<file path="src/rtl/gkta_pkg.sv">
package gkta_pkg;

  localparam int unsigned TableDepth = 64;
  localparam int unsigned IdxW       = $clog2(TableDepth);
  localparam int unsigned CoordW     = 12;
  localparam int unsigned SumW       = CoordW + 1;
  localparam int unsigned CellW      = CoordW + 1;
  localparam int unsigned ClsW       = 8;
  localparam int unsigned KeyW       = ClsW + 2 * CellW;
  localparam int unsigned PoseW      = 64;
  localparam int unsigned CsW        = 9;
  localparam int unsigned RadW       = 12;
  localparam int unsigned CfgDataW   = 12;
  localparam int unsigned CfgIdxW    = 1;

  // divider: (sum + cs) / (2 * cs)
  localparam int unsigned NumW  = SumW + 1;
  localparam int unsigned DenW  = CsW + 1;
  localparam int unsigned DivCntW = $clog2(NumW + 1);

  // scan datapath widths
  localparam int unsigned OrgW  = CellW + CsW;
  localparam int unsigned DiffW = OrgW + 3;
  localparam int unsigned SqW   = 2 * DiffW;
  localparam int unsigned DistW = SqW + 1;

  localparam logic [CfgIdxW-1:0] CfgCellSize   = 1'd0;
  localparam logic [CfgIdxW-1:0] CfgMatchRadius = 1'd1;

  localparam logic [1:0] StatusOk    = 2'd0;
  localparam logic [1:0] StatusStale = 2'd1;
  localparam logic [1:0] StatusFail  = 2'd2;

endpackage

</file>
<file path="src/rtl/gkta_div.sv">
module gkta_div
  import gkta_pkg::*;
(
  input  logic            clk_i,
  input  logic            rst_ni,
  input  logic            start_i,
  input  logic [NumW-1:0] num_i,
  input  logic [DenW-1:0] den_i,
  output logic            busy_o,
  output logic [CellW-1:0] quot_o
);

  logic [DivCntW-1:0] cnt_q, cnt_d;
  logic [NumW-1:0]    num_q, num_d;
  logic [DenW-1:0]    rem_q, rem_d;
  logic [DenW-1:0]    den_q, den_d;
  logic [DenW:0]      trial;
  logic               ge;

  // restoring division, one quotient bit per cycle
  always_comb begin
    trial = {rem_q, num_q[NumW-1]};
    ge    = trial >= {1'b0, den_q};
    cnt_d = cnt_q;
    num_d = num_q;
    rem_d = rem_q;
    den_d = den_q;
    if (start_i) begin
      cnt_d = DivCntW'(NumW);
      num_d = num_i;
      rem_d = '0;
      den_d = den_i;
    end else if (cnt_q != '0) begin
      cnt_d = cnt_q - 1'b1;
      num_d = {num_q[NumW-2:0], ge};
      rem_d = ge ? DenW'(trial - {1'b0, den_q}) : trial[DenW-1:0];
    end
  end

  always_ff @(posedge clk_i or negedge rst_ni) begin
    if (!rst_ni) begin
      cnt_q <= '0;
      num_q <= '0;
      rem_q <= '0;
      den_q <= '0;
    end else begin
      cnt_q <= cnt_d;
      num_q <= num_d;
      rem_q <= rem_d;
      den_q <= den_d;
    end
  end

  assign busy_o = cnt_q != '0;
  assign quot_o = num_q[CellW-1:0];

  dv_range_a: assert property (@(posedge clk_i) disable iff (!rst_ni)
    cnt_q <= DivCntW'(NumW)) else $error("divider count out of range");
  dv_rem_a: assert property (@(posedge clk_i) disable iff (!rst_ni)
    (cnt_q != '0) |-> (rem_q < den_q)) else $error("remainder not below divisor");
  dv_start_a: assert property (@(posedge clk_i) disable iff (!rst_ni)
    start_i |=> busy_o) else $error("divider did not start");

endmodule

</file>
<file path="config.mk">
export PLATFORM = sky130hd
export DESIGN_NAME = gkta_div
export DESIGN_NICKNAME = d
export VERILOG_FILES = /design/src/rtl/gkta_pkg.sv /design/src/rtl/gkta_div.sv
export SDC_FILE = /design/constraint.sdc
export NUM_CORES = 1
export LEC_CHECK = 0
export BUFFER_PORTS_ARGS = -buffer_cell sky130_fd_sc_hd__buf_2
export CORE_ASPECT_RATIO = 0.7
export CORE_MARGIN = 2
export CORE_UTILIZATION = 45
export DETAILED_ROUTE_END_ITERATION = 12
export GPL_TIMING_DRIVEN = 1
export PLACE_DENSITY = 0.67
export SETUP_SLACK_MARGIN = 0.3
export SYNTH_ARGS = -nofsm -noshare
export SYNTH_HDL_FRONTEND = slang
export SYNTH_SLANG_ARGS = --single-unit
</file>
<file path="constraint.sdc">
create_clock -name clk_i -period 5 [get_ports clk_i]
set_input_delay 0.25 -clock clk_i [delete_from_list [all_inputs] [get_ports clk_i]]
set_output_delay 0.25 -clock clk_i [all_outputs]
set_load 0.01 [all_outputs]
</file>
==> out/qor.txt <==
Outcome = finished, final reports clean
Largest net degree at the start of global routing = 63
Critical path launch point type = flop
Core area = 0.004861 mm^2
R2r setup slk = 1.69 ns
Clk_skew = 0.006258 ns
Simple-gate portion of the synthesized area = 12.46%
Mapped Area = 0.002300 mm^2
ANT nets after route = 0
Hold crit path type = input pin to async pin
Post-route DRC = 0
Final core utilization = 52.87%
Post-synthesis adder-cell area fraction = 7.399%
Worst path required time = 4.75 ns
Root buf cell = clkbuf_8
Post-CTS Hold Buffers = 0
Synthesized flop and latch total = 38
Setup violations, final = 0
Slew @ Worst Pin = 1.113 ns
Synth async-reset ratio = 100.0%
Antenna Diode Count = 0
IO Count = 41
Leak = 0.001295 uW
Post-DP HPWL = 3060 um
Die area = 0.005707 mm^2
H-tree depth = 2
Arr. time, crit path = 3.10 ns
Syn nets = 283
GR Overflow Total = 0
PD cells = 443.2 mW/mm^2
Maximum capacitance violations = 0
Main combinational cell family by area after synthesis = compound AO/OA/AOI/OAI gates
First-pass GRT wire length = 7348 um
Drt via density = 5.107
Worst path cell trace = inv_1 > ha_1 > nor2b_1 > nor2b_1 > inv_1 > buf_2
Clk buf depth = 2
Post-synth EDFFs = 0
CTS clk-pin slew, worst paths = 0.08 ns
R2r worst-path depth = 7
Reg-to-Reg End = rem_q[0]
Slew Viols, Final = 0
Initial detailed-routing violation count = 92
Number of nets in the layout = 305
Ys flop type = dfrtp_1
Clock Sinks = 38
RePlAce Congestion = 0.8143
Most instantiated library cell after synthesis = dfrtp_1
Setup bufs post-CTS = 0
Aggregate negative setup slack = 0 ns
Min cycle time layout = 3.350 ns
Yosys cell types = 44
Syn-to-layout area delta = 11.75%
RSZ-0062 raised after global routing = false
CTS tree = done
Kind of critical path = flop to output port
Num CTS Buffers = 5
Port Buffer Count = 40
Xor/xnor share of the synthesized area = 3.047%
CP endpoint kind = output port
Routed wire length = 4390 um
Endpoints failing hold = 0
Initial antenna violation count = 0
Multiplexer share of the synthesized area = 8.760%
Sequential element share of the synthesized area = 41.35%
Synth Area in Compound Gates = 17.36%
Slowest stage cell, crit path = nor2b_1
Vias in the first global route = 1542
Synthesized area per cell = 9.464 um^2
DIE WIDTH = 89.45 um
Commonest cells in the synthesized netlist = dfrtp_1, nand2_1, o21ai_0
Gr usage total = 16.65%
Post-cts sizing count = 0
Cell Rows = 21
Die Height = 63.81 um
Yosys top cell area share = 41.35%
Post-synth top area cell = dfrtp_1
Starting density of the core = 47.31%
Final period util = 67.01%
Skew-Pair Late Insertion Delay = 0.29 ns
Drt wl/cell = 13.10 um
R2r startpoint = cnt_q[0]
Via count = 1711
Yosys warns = 0
Syn Inst Count = 243
Fmax = 0.2985 GHz
DRT Pass-1 Iters = 5
Slew headroom = 25.71%
CP Max Fanout = 30
Maximum vdd drop = 0.0002357 V
Crit-path max cell delay = 0.80 ns
Layout cells sized above 1 = 22.93%
Top cells by area, synth = dfrtp_1, mux2i_1, ha_1, o21ai_0, nand2_1
cell families after synthesis:
group                      after synthesis
adders and majority gates               13
AOI/OAI and AO/OA                       58
DFF                                     38
buffers and inverters                   43
and+or+nand+nor                         63
xor gates and xnor gates                 8
muxes                                   20
worst max-delay path, delay by kind of cell (launching register included):
family        cells  cell delay, ns
fa+ha+maj         1            0.17
buf+inv           3            1.28
flops             1            0.38
simple gates      2            0.98
flip-flops by register name (all words and copies together), names as in the netlist:
name and count:
num_q 14, den_q 10, rem_q 10, cnt_q 4
worst max-delay path by stage:
| stage | startpoint | to | slack (ns) |
|---|---|---|---|
| final | cnt_q[0] | busy_o | 1.65 |
| after global routing | cnt_q[0] | rem_q[0] | 1.33 |
| after CTS | cnt_q[0] | busy_o | 1.59 |
| after detailed placement | cnt_q[0] | rem_q[0] | 1.84 |
| after global placement | cnt_q[0] | rem_q[0] | 1.88 |
| after floorplan | rem_q[5] | rem_q[6] | 3.05 |
report_power, final:
part,switching [uW],internal (uW)
Combinational,231,198
Sequential,42.0,356
Clock,112,200
Total,385,754
layout by cell type (no fill, tap or decap), types with 7 or more instances in the layout:
| cell type | n |
|---|---|
| nor2_1 | 13 |
| nand2_1 | 31 |
| a21oi_1 | 7 |
| dfrtp_1 | 38 |
| mux2i_1 | 19 |
| inv_1 | 18 |
| a211oi_1 | 7 |
| o21ai_0 | 25 |
| buf_2 | 40 |
| ha_1 | 12 |
cell type report:
cell class	count	area, um^2
Multi-Input combinational cell	162	1127
Clock buffer	5	68.82
Tap cell	69	86.33
Sequential cell	38	950.9
Fill cell	445	2291
Clock inverter	3	68.82
Timing Repair Buffer	40	200.2
Inverter	18	67.56
layer usage:
metal	vias up	track usage, %	part of all wire, %
met5	-	0	0
met4	0	4.478	1.0
met3	6	4.264	5.1
met2	46	22.41	42
met1	792	26.13	52
li1	867	-	-
through the flow:
step / worst slack, ns / instance area, um^2 / instances / total power [uW] / hold slack [ns]
global placement: 1.883 / 2432 / 327 / 826.7 / 0.4062
finish: 1.650 / 2570 / 335 / 1139 / 0.04415
CTS: 1.592 / 2570 / 335 / 1149 / 0.08214
floorplan: 3.048 / 2300 / 243 / 763.9 / -0.04559
global route: 1.331 / 2570 / 335 / 1222 / 0.1219
detailed placement: 1.842 / 2432 / 327 / 832.1 / 0.4082
No activity file was read; power rests on OpenSTA's default activity.
